$ cat config.mk
export PLATFORM = sky130hd
export DESIGN_NAME = qfc_regs
export DESIGN_NICKNAME = d
export VERILOG_FILES = /design/src/hw/rtl/qfc_pkg.sv /design/src/hw/rtl/qfc_regs.sv
export SDC_FILE = /design/constraint.sdc
export NUM_CORES = 1
export LEC_CHECK = 0
export BUFFER_PORTS_ARGS = -buffer_cell sky130_fd_sc_hd__buf_2
export CAP_MARGIN = 20
export CORE_ASPECT_RATIO = 1.1
export CORE_MARGIN = 5
export CORE_UTILIZATION = 47
export CTS_CLUSTER_DIAMETER = 80
export DETAILED_ROUTE_END_ITERATION = 12
export GPL_TIMING_DRIVEN = 1
export PLACE_DENSITY = 0.77
export SYNTH_ARGS = -nofsm -noshare
export SYNTH_HDL_FRONTEND = slang
export SYNTH_SLANG_ARGS = --single-unit
$ cat constraint.sdc
create_clock -name clk -period 1.1 [get_ports clk]
set_input_delay 0.11 -clock clk [delete_from_list [all_inputs] [get_ports clk]]
set_output_delay 0.11 -clock clk [all_outputs]
set_load 0.005 [all_outputs]
$ cat src/hw/rtl/qfc_pkg.sv
// Shared constants, payload types and helper functions for the quadtree culler.
package qfc_pkg;

	localparam int MAX_LEVELS = 5;
	localparam int MAX_PLANES = 6;
	localparam int NODE_CAP   = ((1 << (2 * MAX_LEVELS)) - 1) / 3;
	localparam int NODE_W     = $clog2(NODE_CAP);
	localparam int SP_W       = $clog2(MAX_LEVELS + 1);
	localparam int STK_W      = (MAX_LEVELS > 1) ? $clog2(MAX_LEVELS) : 1;
	localparam int PL_W       = (MAX_PLANES > 1) ? $clog2(MAX_PLANES) : 1;
	localparam int ADDR_W     = 5;

	// request modes
	localparam logic [1:0] MODE_LOAD  = 2'd0;
	localparam logic [1:0] MODE_CULL  = 2'd1;
	localparam logic [1:0] MODE_CLEAR = 2'd2;
	localparam logic [1:0] MODE_QUERY = 2'd3;

	// register indexes (byte address / 4)
	localparam logic [2:0] REG_MIN_X   = 3'd0;
	localparam logic [2:0] REG_MIN_Z   = 3'd1;
	localparam logic [2:0] REG_MAX_X   = 3'd2;
	localparam logic [2:0] REG_MAX_Z   = 3'd3;
	localparam logic [2:0] REG_FLOOR   = 3'd4;
	localparam logic [2:0] REG_CEILING = 3'd5;
	localparam logic [2:0] REG_LEVELS  = 3'd6;

	// children per node
	localparam logic [2:0] CHILDREN = 3'd4;

	typedef struct packed {
		logic [1:0]         mode;
		logic [2:0]         plane_slot;
		logic signed [31:0] normal_x;
		logic signed [31:0] normal_y;
		logic signed [31:0] normal_z;
		logic signed [31:0] plane_offset;
		logic [2:0]         plane_count;
		logic [8:0]         node_number;
	} req_t;

	typedef struct packed {
		logic       node_visible;
		logic [8:0] visible_total;
	} res_t;

	typedef struct packed {
		logic signed [31:0] region_min_x;
		logic signed [31:0] region_min_z;
		logic signed [31:0] region_max_x;
		logic signed [31:0] region_max_z;
		logic signed [31:0] floor_height;
		logic signed [31:0] ceiling_height;
		logic [2:0]         levels_in_use;
	} cfg_t;

	typedef enum logic [2:0] {
		RAM_IDLE,
		RAM_CLEAR,
		RAM_MARK,
		RAM_COUNT,
		RAM_QUERY
	} ram_op_t;

	typedef struct packed {
		logic            take;
		logic            issue;
		logic [PL_W-1:0] plane_sel;
		logic            push;
		logic            pop;
		logic            child;
		logic            sweep_step;
		logic            emit;
		ram_op_t         ram_op;
	} cmd_t;

	typedef struct packed {
		logic [2:0] np;
		logic       pipe_busy;
		logic       culled;
		logic       can_push;
		logic       sp_zero;
		logic       top_full;
		logic       lv_zero;
		logic       cnt_last;
		logic       all_last;
	} sts_t;

	// levels above the built depth act as the built depth
	function automatic logic [2:0] eff_levels(input logic [2:0] lv);
		return (int'(lv) > MAX_LEVELS) ? 3'(MAX_LEVELS) : lv;
	endfunction

	// number of nodes in a full tree of lv levels
	function automatic logic [NODE_W-1:0] present_nodes(input logic [2:0] lv);
		int n;
		int p;
		n = 0;
		p = 1;
		for (int k = 0; k < MAX_LEVELS; k++) begin
			if (k < int'(lv)) n = n + p;
			p = p * 4;
		end
		return NODE_W'(n);
	endfunction

	// floor((a + b) / 2) without overflow
	function automatic logic signed [31:0] midpoint(input logic signed [31:0] a,
			input logic signed [31:0] b);
		logic signed [32:0] s;
		s = 33'(a) + 33'(b);
		return s[32:1];
	endfunction

	function automatic logic signed [63:0] min64(input logic signed [63:0] a,
			input logic signed [63:0] b);
		return (a < b) ? a : b;
	endfunction

endpackage

$ cat src/hw/rtl/qfc_regs.sv
// APB configuration registers of the quadtree culler.
module qfc_regs (
	input  logic                      clk,
	input  logic                      arst_n,
	input  logic                      psel,
	input  logic                      penable,
	input  logic                      pwrite,
	input  logic [qfc_pkg::ADDR_W-1:0] paddr,
	input  logic [31:0]               pwdata,
	output logic [31:0]               prdata,
	output logic                      pready,
	output qfc_pkg::cfg_t             cfg
);

	qfc_pkg::cfg_t cfg_q;
	logic [2:0]    idx;
	logic          wr;

	assign idx    = paddr[4:2];
	assign wr     = psel & penable & pwrite;
	assign pready = 1'b1;
	assign cfg    = cfg_q;

	// register writes
	always_ff @(posedge clk or negedge arst_n) begin
		if (!arst_n) begin
			cfg_q.region_min_x   <= 32'sd0;
			cfg_q.region_min_z   <= 32'sd0;
			cfg_q.region_max_x   <= 32'sd65536;
			cfg_q.region_max_z   <= 32'sd65536;
			cfg_q.floor_height   <= 32'sd0;
			cfg_q.ceiling_height <= 32'sd65536;
			cfg_q.levels_in_use  <= 3'd5;
		end else if (wr) begin
			case (idx)
				qfc_pkg::REG_MIN_X:   cfg_q.region_min_x   <= pwdata;
				qfc_pkg::REG_MIN_Z:   cfg_q.region_min_z   <= pwdata;
				qfc_pkg::REG_MAX_X:   cfg_q.region_max_x   <= pwdata;
				qfc_pkg::REG_MAX_Z:   cfg_q.region_max_z   <= pwdata;
				qfc_pkg::REG_FLOOR:   cfg_q.floor_height   <= pwdata;
				qfc_pkg::REG_CEILING: cfg_q.ceiling_height <= pwdata;
				qfc_pkg::REG_LEVELS:  cfg_q.levels_in_use  <= pwdata[2:0];
				default: ;
			endcase
		end
	end

	// readback
	always_comb begin
		case (idx)
			qfc_pkg::REG_MIN_X:   prdata = cfg_q.region_min_x;
			qfc_pkg::REG_MIN_Z:   prdata = cfg_q.region_min_z;
			qfc_pkg::REG_MAX_X:   prdata = cfg_q.region_max_x;
			qfc_pkg::REG_MAX_Z:   prdata = cfg_q.region_max_z;
			qfc_pkg::REG_FLOOR:   prdata = cfg_q.floor_height;
			qfc_pkg::REG_CEILING: prdata = cfg_q.ceiling_height;
			qfc_pkg::REG_LEVELS:  prdata = {29'd0, cfg_q.levels_in_use};
			default:              prdata = 32'd0;
		endcase
	end

endmodule

# [After elaboration in Yosys (flattened, before gate mapping)]
# Cells that the tools add are included.
[word_totals] ff_bits=195 input_bits=42 out_inout_bits=228
[op_classes] n_reduce_logical=8 n_eq_ne=6 n_bitwise=2 n_mux=1
[ops] operator="one-hot mux 32 bit (7 select lines)" count=1
[ops] operator="AND reduction 2 bit" count=7
[ops] operator="equality test 3 bit (second input constant)" count=3
[ops] operator="equality test 3 x 2 -> 1 bit (second input constant)" count=2
[ops] operator="equality test 3 x 1 -> 1 bit (second input constant)" count=1
[ops] operator="zero test 3 bit" count=1
[ops] operator="bitwise AND 1 bit" count=2

# [Longest topological paths before layout]
[logic_depth] depth_word=3 ltp_mapped=6

# [Worst setup path after synthesis]
# Ideal clock, no wire load.
[synth_timing] path_type="input to register" start="input port paddr[3] in the netlist's numbering" end="register cfg_q (netlist bit cfg[12])" required_ns=0.975 setup_slack_ns=-0.243 setup_time_ns=0.125 path_stages=6 t_arrival_ns=1.219 n_path_buf=3 cell_sequence="buf_2 nand2b_1 buf_2 nor2_4 buf_4 mux2_2"
[synth_via] elab_chain_cells=2
[synth_lines] element="start, declared" line="qfc_regs.sv:8" rtl="input logic [qfc_pkg::ADDR_W-1:0] paddr,"
[synth_lines] element="equality test 3 bit" line="qfc_regs.sv:35" rtl="case (idx)"
[synth_lines] element="AND reduction 2 bit (no line)"
[synth_lines] element="end, declared" line="qfc_regs.sv:15" rtl="qfc_pkg::cfg_t cfg_q;"
# No other way between the ends.
# A chain may end at the register's enable or synchronous reset.

# [Worst setup path in the final report]
[layout_timing] start="register cfg_q (netlist bit cfg[177])" end="output port prdata[14]"
[layout_via] elab_chain_cells=1
[layout_lines] element="one-hot mux 32 bit (7 select lines)" line="qfc_regs.sv:50" rtl="case (idx)"
[layout_lines] element="end, declared" line="qfc_regs.sv:10" rtl="output logic [31:0] prdata,"
# No other way between the ends.

==> results by group <==
Cells and area
  • Fillcell total: around 1000
  • Layout Nets: 1176
  • Layout area overhead: 65.1%
  • Core Util, Final: a little under 80%
  • Finished Cell Area: roughly 0.015 mm²
  • Max reg flops: roughly 200
  • Layout cells sized above 1: approximately two thirds

Floorplan
  • Die width: around 140 µm
  • Core Box Area: ~0.019 mm²
  • Die height: between 150 and 200 µm
  • Initial core utilization: a little under half
  • Die area: about 0.022 mm²
  • Cell row count: 53
  • Ports: between 200 and 300

Placement
  • Placed cell areas: about 0.012 mm²
  • Final GP Congestion: roughly 0.83
  • HPWL Detailed: about 20000 µm
  • Port buffer count: about 270

STA
  • Hold WS: 0.0249 ns
  • Slew Limit Fails: 0
  • Final Cycle Share: 158%
  • Final Hold Viols: 0
  • Layout Skew: 0 ns
  • Final worst slack: -0.636 ns
  • Final setup viols: between 100 and 150
  • RSZ-0062 raised after global routing: true
  • Min cycle time layout: approximately 1.7 ns
  • Fmax: about 580 MHz

Synthesis
  • Synth top area cells: dfrtp_1 (53%), mux2_2 (25%), mux2i_1 (4.5%)
  • Number of synthesized flops with an enable pin: 0
  • Synth Flop Type: dfrtp_1
  • Asr flop ratio synth: 100%
  • Mapped Nets: between 600 and 700
  • Syn Std Cell Area: about 0.009 mm²
  • Register area share after synthesis: a little over half
  • Mapped Cells: between 600 and 700
  • Synth unique cells: 37
  • Area leader, netlist: dfrtp_1
  • Top-area cell type share of the netlist area: approximately 53%
  • Seq cells post-synth: between 150 and 200
  • Post-Syn Area per Cell: between 10 and 15 µm²
  • Count leader, synth: mux2_2
  • Synth top cells by count: mux2_2 (197), dfrtp_1 (190), mux2i_1 (40)
  • Yosys warnings: 0

Global routing
  • Pin count of the biggest net entering global routing: 48
  • Vias in the first global route: 8439
  • First-pass GRT wire length: 48700 µm
  • Initial antenna violation count: 1
  • Total Routing Usage GR: ~29%
  • Total grt overflow: 0

CTS
  • Clk slew on worst S/H paths: 0.08 ns
  • Latest clock arrival within the worst-skew pair: around 0.42 ns
  • CTS max path bufs: 2
  • CTS tree: built
  • Root buffer cell: clkbuf_16
  • # H-tree levels: 4
  • Clk sinks: 195
  • CTS Buf Count: 17

Setup path
  • Worst Setup EP: prdata[14]
  • Crit path from: cfg[177]
  • Kind of critical path: reg -> out
  • CP endpoint kind: primary output
  • CP max FO: 2
  • Critical Path Source Type: flip-flop
  • Worst r2r dst: cfg[16]
  • R2r setup slk: 0 ns
  • Required time of the critical path: 0.99 ns
  • Worst r2r path cells: 4
  • Worst r2r src: cfg[16]
  • Worst endpoint data arrival time: between 1.5 and 2 ns

Flow run
  • Max cap viols: 0

Outcome
  • Failing checks: setup timing
  • Run status: finished with violations

Detailed routing
  • Final WL: between 30000 and 40000 µm
  • Routed Antenna Nets: 0
  • Vias: just under 8000
  • Drc violations: 0
  • Via-to-Cell Ratio: between 5 and 6
  • Initial DRT Pass Iterations: 5
  • Initial DRC count: between 400 and 500
  • Wire per inst: 23.7 µm

Power and ir drop
  • Pwr Density: around 1700 mW/mm²
  • Worst VDD drop: around 1100 µV
  • Leakage power: ~7.3 nW
  • Total power: between 20 and 30 mW

Min path
  • WHS Path Cells: 2
  • Worst min-delay path class: in -> reg
## cells in the final DEF, fill, tap and decap left out, types with 8 or more instances in the layout
| cell type | n |
|---|---|
| buf_6 | 232 |
| dfrtp_1 | 190 |
| buf_2 | 160 |
| mux2_2 | 154 |
| buf_4 | 75 |
| mux2_4 | 47 |
| mux2i_1 | 40 |
| dlygate4sd3_1 | 31 |
| mux2_1 | 28 |
| buf_12 | 20 |
| clkbuf_16 | 19 |
| nand2_1 | 16 |
| o221ai_2 | 11 |
| a31oi_1 | 9 |
| nor2_1 | 9 |
| o21ai_1 | 8 |
| a221o_1 | 8 |
## power breakdown
group	internal, mW	switching [mW]
clock	3.69	2.94
combinational	5.80	3.27
sequential	8.60	1.20
total	18.1	7.40
## what timing repair did
| item | 4_1_cts | 5_1_grt |
|---|---|---|
| pin swaps | 15 | 6 |
| endpoints found under the setup margin | 142 | 248 |
| resized for setup | 247 | 66 |
| cloned | 0 | 3 |
| hold buffers | 30 | 1 |
| setup buffers | 41 | 67 |
| hold endpoints to repair | 336 | 1 |
## through the flow
step	TNS (ns)	setup WS [ns]	cells
2_1_floorplan	-17.52	-0.139	639
3_3_place_gp	-73.38	-0.416	1274
5_1_grt	-32.53	-0.690	1395
6_report	-24.67	-0.636	1395
4_1_cts	-23.12	-0.525	1344
3_5_place_dp	-78.85	-0.429	1274
## critical path, stage by stage (launching register included)
cell,delay (ns)
dfrtp_1,0.40
mux2_4,0.28
a221oi_2,0.27
a31oi_1,0.11
buf_2,0.15
## cell type report
cell class | count | area [µm²] | share of cell area, %
multi-input combinational | 396 | 4240 | 28.6
clock inverter | 14 | 178 | 1.20
antenna | 1 | 2.50 | 0.0169
tap | 247 | 309 | 2.09
timing repair buffer | 521 | 4750 | 32.1
clock buffer | 18 | 439 | 2.96
sequential | 195 | 4890 | 33.0
inverter | 3 | 11.3 | 0.0760
## layer usage
metal	part of all wire [%]	vias to the layer above	track usage (%)
li1	-	3353	-
met3	5.6	98	4.92
met5	0	-	0
met1	39	4026	36.1
met4	4.1	0	13.8
met2	51	366	48.0
## cells by family (layout without fill, tap and decap cells)
family | after synthesis | count (layout) | synth area share (%)
buffers and inverters | 48 | 556 | 2.91
AND/OR/NAND/NOR | 66 | 66 | 4.42
other | 1 | 2 | 0.0418
AO/OA/AOI/OAI | 60 | 60 | 5.00
flip-flops | 195 | 195 | 54.4
multiplexers | 269 | 269 | 33.2
## how the worst min path moves through the flow
stage,start,to,slack (ns)
floorplan,arst_n,cfg[100],-0.19
global placement,arst_n,cfg[182],0.05
detailed placement,arst_n,cfg[182],0.05
CTS,pwdata[31],cfg[130],0.0002
global route,pwdata[31],cfg[34],0.01
finish,pwdata[31],cfg[34],0.02
(Power assumes the default switching activity.)
