$ cat config.mk
export PLATFORM = sky130hd
export DESIGN_NAME = qfc_ctrl
export DESIGN_NICKNAME = d
export VERILOG_FILES = /design/src/hw/rtl/qfc_pkg.sv /design/src/hw/rtl/qfc_ctrl.sv
export SDC_FILE = /design/constraint.sdc
export NUM_CORES = 1
export LEC_CHECK = 0
export BUFFER_PORTS_ARGS = -buffer_cell sky130_fd_sc_hd__buf_2
export CAP_MARGIN = 20
export CORE_MARGIN = 2
export CORE_UTILIZATION = 35
export CTS_BUF_LIST = sky130_fd_sc_hd__clkbuf_2 sky130_fd_sc_hd__clkbuf_4 sky130_fd_sc_hd__clkbuf_8
export DETAILED_ROUTE_END_ITERATION = 6
export PLACE_DENSITY_LB_ADDON = 0.2
export SLEW_MARGIN = 30
export SYNTH_ARGS = -nofsm -noshare
export SYNTH_HDL_FRONTEND = slang
export SYNTH_SLANG_ARGS = --single-unit
$ cat constraint.sdc
create_clock -name clk -period 3 [get_ports clk]
set_input_delay 0 -clock clk [delete_from_list [all_inputs] [get_ports clk]]
set_output_delay 0 -clock clk [all_outputs]
set_load 0.02 [all_outputs]
$ cat src/hw/rtl/qfc_pkg.sv
// Shared constants, payload types and helper functions for the quadtree culler.
package qfc_pkg;

	localparam int MAX_LEVELS = 5;
	localparam int MAX_PLANES = 6;
	localparam int NODE_CAP   = ((1 << (2 * MAX_LEVELS)) - 1) / 3;
	localparam int NODE_W     = $clog2(NODE_CAP);
	localparam int SP_W       = $clog2(MAX_LEVELS + 1);
	localparam int STK_W      = (MAX_LEVELS > 1) ? $clog2(MAX_LEVELS) : 1;
	localparam int PL_W       = (MAX_PLANES > 1) ? $clog2(MAX_PLANES) : 1;
	localparam int ADDR_W     = 5;

	// request modes
	localparam logic [1:0] MODE_LOAD  = 2'd0;
	localparam logic [1:0] MODE_CULL  = 2'd1;
	localparam logic [1:0] MODE_CLEAR = 2'd2;
	localparam logic [1:0] MODE_QUERY = 2'd3;

	// register indexes (byte address / 4)
	localparam logic [2:0] REG_MIN_X   = 3'd0;
	localparam logic [2:0] REG_MIN_Z   = 3'd1;
	localparam logic [2:0] REG_MAX_X   = 3'd2;
	localparam logic [2:0] REG_MAX_Z   = 3'd3;
	localparam logic [2:0] REG_FLOOR   = 3'd4;
	localparam logic [2:0] REG_CEILING = 3'd5;
	localparam logic [2:0] REG_LEVELS  = 3'd6;

	// children per node
	localparam logic [2:0] CHILDREN = 3'd4;

	typedef struct packed {
		logic [1:0]         mode;
		logic [2:0]         plane_slot;
		logic signed [31:0] normal_x;
		logic signed [31:0] normal_y;
		logic signed [31:0] normal_z;
		logic signed [31:0] plane_offset;
		logic [2:0]         plane_count;
		logic [8:0]         node_number;
	} req_t;

	typedef struct packed {
		logic       node_visible;
		logic [8:0] visible_total;
	} res_t;

	typedef struct packed {
		logic signed [31:0] region_min_x;
		logic signed [31:0] region_min_z;
		logic signed [31:0] region_max_x;
		logic signed [31:0] region_max_z;
		logic signed [31:0] floor_height;
		logic signed [31:0] ceiling_height;
		logic [2:0]         levels_in_use;
	} cfg_t;

	typedef enum logic [2:0] {
		RAM_IDLE,
		RAM_CLEAR,
		RAM_MARK,
		RAM_COUNT,
		RAM_QUERY
	} ram_op_t;

	typedef struct packed {
		logic            take;
		logic            issue;
		logic [PL_W-1:0] plane_sel;
		logic            push;
		logic            pop;
		logic            child;
		logic            sweep_step;
		logic            emit;
		ram_op_t         ram_op;
	} cmd_t;

	typedef struct packed {
		logic [2:0] np;
		logic       pipe_busy;
		logic       culled;
		logic       can_push;
		logic       sp_zero;
		logic       top_full;
		logic       lv_zero;
		logic       cnt_last;
		logic       all_last;
	} sts_t;

	// levels above the built depth act as the built depth
	function automatic logic [2:0] eff_levels(input logic [2:0] lv);
		return (int'(lv) > MAX_LEVELS) ? 3'(MAX_LEVELS) : lv;
	endfunction

	// number of nodes in a full tree of lv levels
	function automatic logic [NODE_W-1:0] present_nodes(input logic [2:0] lv);
		int n;
		int p;
		n = 0;
		p = 1;
		for (int k = 0; k < MAX_LEVELS; k++) begin
			if (k < int'(lv)) n = n + p;
			p = p * 4;
		end
		return NODE_W'(n);
	endfunction

	// floor((a + b) / 2) without overflow
	function automatic logic signed [31:0] midpoint(input logic signed [31:0] a,
			input logic signed [31:0] b);
		logic signed [32:0] s;
		s = 33'(a) + 33'(b);
		return s[32:1];
	endfunction

	function automatic logic signed [63:0] min64(input logic signed [63:0] a,
			input logic signed [63:0] b);
		return (a < b) ? a : b;
	endfunction

endpackage

$ cat src/hw/rtl/qfc_ctrl.sv
// Sequencer of the quadtree culler: walks the tree and drives the datapath.
module qfc_ctrl (
	input  logic          clk,
	input  logic          arst_n,
	input  logic          start,
	input  logic [1:0]    mode,
	input  qfc_pkg::sts_t sts,
	output qfc_pkg::cmd_t cmd,
	output logic          busy,
	output logic          done
);

	typedef enum logic [3:0] {
		S_INIT,
		S_IDLE,
		S_CLR,
		S_QRD,
		S_TEST,
		S_DEC,
		S_ADV,
		S_CNT,
		S_CNTW,
		S_FIN
	} state_t;

	state_t                   state_q;
	logic [2:0]               pcnt_q;
	logic                     done_q;
	logic                     more_planes;

	assign more_planes = pcnt_q < sts.np;
	assign busy        = (state_q != S_IDLE);
	assign done        = done_q;

	// commands per state
	always_comb begin
		cmd = '0;
		cmd.ram_op = qfc_pkg::RAM_IDLE;
		case (state_q)
			S_IDLE: cmd.take = start;
			S_INIT, S_CLR: begin
				cmd.ram_op     = qfc_pkg::RAM_CLEAR;
				cmd.sweep_step = 1'b1;
			end
			S_QRD: cmd.ram_op = qfc_pkg::RAM_QUERY;
			S_TEST: begin
				cmd.issue     = more_planes;
				cmd.plane_sel = qfc_pkg::PL_W'(pcnt_q);
			end
			S_DEC: begin
				if (!sts.culled) begin
					cmd.ram_op = qfc_pkg::RAM_MARK;
					cmd.push   = sts.can_push;
				end
			end
			S_ADV: begin
				if (!sts.sp_zero) begin
					cmd.pop   = sts.top_full;
					cmd.child = !sts.top_full;
				end
			end
			S_CNT: begin
				cmd.ram_op     = qfc_pkg::RAM_COUNT;
				cmd.sweep_step = 1'b1;
			end
			S_FIN: cmd.emit = 1'b1;
			default: ;
		endcase
	end

	// state and registered outputs
	always_ff @(posedge clk or negedge arst_n) begin
		if (!arst_n) begin
			state_q <= S_INIT;
			pcnt_q  <= 3'd0;
			done_q  <= 1'b0;
		end else begin
			done_q <= (state_q == S_FIN);
			case (state_q)
				S_INIT: if (sts.all_last) state_q <= S_IDLE;
				S_IDLE: begin
					if (start) begin
						pcnt_q <= 3'd0;
						case (mode)
							qfc_pkg::MODE_LOAD:  state_q <= S_FIN;
							qfc_pkg::MODE_CULL:  state_q <= sts.lv_zero ? S_FIN : S_TEST;
							qfc_pkg::MODE_CLEAR: state_q <= S_CLR;
							default:             state_q <= S_QRD;
						endcase
					end
				end
				S_CLR: if (sts.all_last) state_q <= S_FIN;
				S_QRD: state_q <= S_FIN;
				S_TEST: begin
					if (more_planes) pcnt_q <= pcnt_q + 3'd1;
					else if (!sts.pipe_busy) state_q <= S_DEC;
				end
				S_DEC: state_q <= S_ADV;
				S_ADV: begin
					if (sts.sp_zero) begin
						state_q <= S_CNT;
					end else if (!sts.top_full) begin
						pcnt_q  <= 3'd0;
						state_q <= S_TEST;
					end
				end
				S_CNT:  if (sts.cnt_last) state_q <= S_CNTW;
				S_CNTW: state_q <= S_FIN;
				S_FIN:  state_q <= S_IDLE;
				default: state_q <= S_IDLE;
			endcase
		end
	end

endmodule

# == After elaboration in Yosys (flattened, before gate mapping) ==
# Cells that the tools add are included.
# totals
ff_bits,8
in_bits,16
out_inout_bits,15
word_cells,62
# op_classes
n_addsub,1
order_cmp,1
eq_ne,22
n_mux,26
n_reduce_logical,9
# op_table
cell,count
$mux 4,10
$pmux 4 s8,1
$ne 2x2->1 const B,9
$eq 4x3->1 const B,4
$mux 3,4
$pmux 3 s4,1
$pmux 4 s3,1
$pmux 3 s3,1
$eq 4x2->1 const B,2
$eq 4x4->1 const B,2
$reduce_and 7->1,1
$mux 2,3
$mux 1,5
$reduce_and 5->1,1
$eq 4x1->1 const B,1
$logic_not 4->1,1
$ne 4x1->1 const B,1
$reduce_or 2->1,2
$add 3x1->3 const B,1
$lt 3x3->1,1
$ne 3x3->1 const B,1
$reduce_bool 3->1,1
$reduce_or 3->1,1
$eq 2x1->1 const B,1
3 further kinds,3

# == Logic depth before layout (Yosys ltp) ==
# depth
depth_word,4
ltp_mapped,7
ltp_nobuf,7

# == Least setup slack after synthesis ==
# Ideal clock, no wire load.
# synth_path
path_kind,register -> register
start,register pcnt_q[2]
end,register state_q[0]
setup_ns,0.125
arrival_time_ns,1.655
required_ns,2.875
slack_ns,1.220
stages_incl_launch_ff,7
path_buffers,0
period_less_slack_ns,1.780
cell_sequence,dfrtp_1 -> ha_1 -> o21ai_0 -> o2111a_2 -> a211oi_2 -> nand2_2 -> mux2_4
# synth_via
elab_chain_cells,3
# synth_rtl
element,line_no,rtl
start: declaration,qfc_ctrl.sv:27,logic [2:0] pcnt_q;
start signal: assignment,qfc_ctrl.sv:95,if (more_planes) pcnt_q <= pcnt_q + 3'd1;
$lt 3x3->1,qfc_ctrl.sv:31,assign more_planes = pcnt_q < sts.np;
$ne 2x2->1 (no source line),-,
$reduce_and 7->1 (no source line),-,
end signal: assignment,qfc_ctrl.sv:86,qfc_pkg::MODE_CULL: state_q <= sts.lv_zero ? S_FIN : S_TEST;
end: declaration,qfc_ctrl.sv:26,state_t state_q;
# Every way passes these cells.
# A chain may end at the register's enable or synchronous reset.

# == Worst setup path after layout ==
# layout_path
start,register state_q[2]
end,register state_q[0]
# layout_via
elab_chain_cells,3
elab_cells_between_ends,19
classes_between,eq/ne (15); mux (1); reduce/logical (3)
# layout_rtl
element,line_no,rtl
"$eq 4x3->1, or another cell as far along",qfc_ctrl.sv:79,case (state_q)
"$ne 3x3->1 (no source line), or another cell as far along",-,
$reduce_and 7->1 (no source line) or $pmux 4 s8 (tied branches),-,
# Several ways; a longest one is shown, not always the timed one.

==> impl_metrics.yaml <==
detailed_routing:
  first_pass_iters: 3
  initialDrtViolationCount: 5
  wl_um: 1660
  ant_nets: 0
  vias_per_cell: 5.05
  drc_errors: 0
  wl_per_cell_um: 12.1
  vias: 697
critical_path:
  cp_max_fo: 14
  arrival_ps: 1990
  worstSetupPathType: "flop to flop"
  cp-start-kind: "flop"
  end_kind: "flop"
  required_ps: 3130
yosys:
  synth_mux_area_share_pct: 5.67
  synthTopCellsByArea: "dfrtp_1 27%, and3_1 5.2%, ha_1 5.2%"
  synth-seq-cells: 8
  ys_types: 40
  synth_seq_area_share_pct: 27.5
  yosysWarnings: 0
  mappedNetlistNets: 100
  postSynthCellCount: 81
  netlist.area_leader.share_pct: 27.5
  synth_top_family_by_area: "simple AND/OR/NAND/NOR gates"
  synth-compound-area-share_pct: 22.5
  syn-cell-area_um2: 728
  synthSimpleGateAreaFrac_pct: 33.8
  synth_top_cell_by_area: "dfrtp_1"
  synth_xor_xnor_area_share_pct: 0
  syn_area_per_cell_um2: 8.99
  synth_adder_area_share_pct: 5.15
sta:
  min_period_ps: 1860
  slew_viol_final: 0
  hold_ws_ps: 114
  max_freq_mhz: 537
  finalCritPeriodShare_pct: 62.0
  worstMarginPinSlew_ps: 406
  grt_setup_unrepaired: "no"
  finalHoldViolations: 0
  finalSetupViolations: 0
  slew_headroom_pct: 73.0
  fin_setup_tns_ps: 0
  skew_ps: 2.64
placed_design:
  placed_area_um2: 888
  gp_congestion: 0.692
  post-dp-hpwl_um: 1290
  io_buffers: 30
clock_tree:
  clock_sinks: 8
  clock-root-buffer: "clkbuf_4"
  clk_path_buf_depth: 2
  post-cts-setup-buffer-count: 0
  cts_max_level: 1
  clock_latency_ps: 240
  ctsResizeCount: 0
  hold_buffers: 1
  clk_pin_slew_ps: 50
  cts_tree: "done"
  cts_inserted_buffers: 3
die:
  ios: 31
  start_util_pct: 37.1
  die_x_um: 49.6
  core-area_mm2: 0.00196
  chipHeight_um: 49.6
  dieArea_mm2: 0.00246
  rows: 16
cells_and_area:
  num-nets-final: 132
  final_common_cell: "buf_2"
  diodes: 0
  layout_common_cells: "30 x buf_2, 8 x dfrtp_1, 6 x and3_1, 5 x nor2_1, 5 x nand2_1"
  area_growth_syn_to_layout_pct: 26.5
  stdcell_area_um2: 921
  drive_above_1_share_pct: 41.4
pwr:
  vdd_drop_max_uv: 454
  power.density_mw_per_mm2: 725
  leakage_nw: 0.494
grt:
  gr-total-overflow: 0
  grt_start_max_net_pins: 17
  track_usage_pct: 14.5
  first_global_vias: 641
  antenna_found_initial: 0
  grt_pass1_wl_um: 2730
status:
  status: "complete, no violations"
job:
  maxCapViolCount: 0
hold_path:
  hp-class: "input port to async pin"
## state kept, by name, summed over array words and instances, names as in the netlist
signal,flops
pcnt_q,3
state_q,4
done,1
## final cells by class
class / count / area (um2)
fillers: 214 / 1040
multi-input cells: 65 / 489
flip-flops and latches: 8 / 200
repair buffers: 31 / 160
well taps: 27 / 33.8
clock buffers: 3 / 22.5
inverters: 4 / 15.0
## where the power goes
| group | switching, mW | internal (mW) |
|---|---|---|
| clock | 0.0309 | 0.0454 |
| sequential | 0.0700 | 0.138 |
| combinational | 0.196 | 0.187 |
## synth_stat cells (all sizes together)
| master | n |
|---|---|
| dfrtp | 8 |
| and3 | 6 |
| nand2 | 6 |
| nor2 | 5 |
| o21ai | 5 |
| a21oi | 4 |
| inv | 4 |
| nand3b | 4 |
| ha | 3 |
| mux2 | 3 |
| nor3b | 3 |
| and3b | 2 |
| buf | 2 |
| clkbuf | 2 |
| nand2b | 2 |
| nor2b | 2 |
| nor3 | 2 |
| o21ba | 2 |
| o21bai | 2 |
| a211o | 1 |
| a211oi | 1 |
| a21boi | 1 |
| a22o | 1 |
| a31oi | 1 |
| and2b | 1 |
| and4b | 1 |
| nand3 | 1 |
| nand4bb | 1 |
| o2111a | 1 |
| o221ai | 1 |
| o2bb2ai | 1 |
| or2b | 1 |
| or3b | 1 |
## worst max-delay path: stages (launching register included)
cell and delay, ps:
dfrtp_1 560, nor2b_2 350, o2111a_2 340, a211oi_2 70, nand2_2 120, mux2_4 300
## per-layer routing
metal	GRT usage (%)	up-vias	part of all wire, %
li1	-	356	-
met1	16.6	320	42
met2	25.6	19	52
met3	4.55	2	4.9
met4	4.17	0	0.72
met5	0	-	0
## final timing paths
| kind | from | depth (start not counted) | slack [ps] | to |
|---|---|---|---|---|
| max | state_q[2] | 5 | 1140 | state_q[0] |
| min | arst_n | 2 | 110 | done |
| max reg2reg | state_q[2] | 5 | 1140 | state_q[0] |
| min reg2reg | pcnt_q[0] | 1 | 590 | pcnt_q[0] |
| max in group asynchronous | arst_n | 2 | 2730 | state_q[0] |
| min in group clk | sts[3] | 4 | 180 | pcnt_q[1] |
## through the flow
| step | setup WS, ps | power (mW) | cells | util, % |
|---|---|---|---|---|
| after floorplan | 1220 | 0.506 | 81 | - |
| after global placement | 1160 | 0.590 | 134 | 45.3 |
| after detailed placement | 1150 | 0.596 | 134 | 45.3 |
| after CTS | 1130 | 0.677 | 138 | 46.9 |
| after global routing | 982 | 0.731 | 138 | 46.9 |
| final | 1140 | 0.667 | 138 | 46.9 |
## kinds of logic after synthesis
kind of cell	after synthesis
muxes	3
adders and majority gates	3
DFF	8
buffers and inverters	8
and+or+nand+nor	38
AOI/OAI and AO/OA	21
Note: power is estimated with default switching activity, not from simulation.
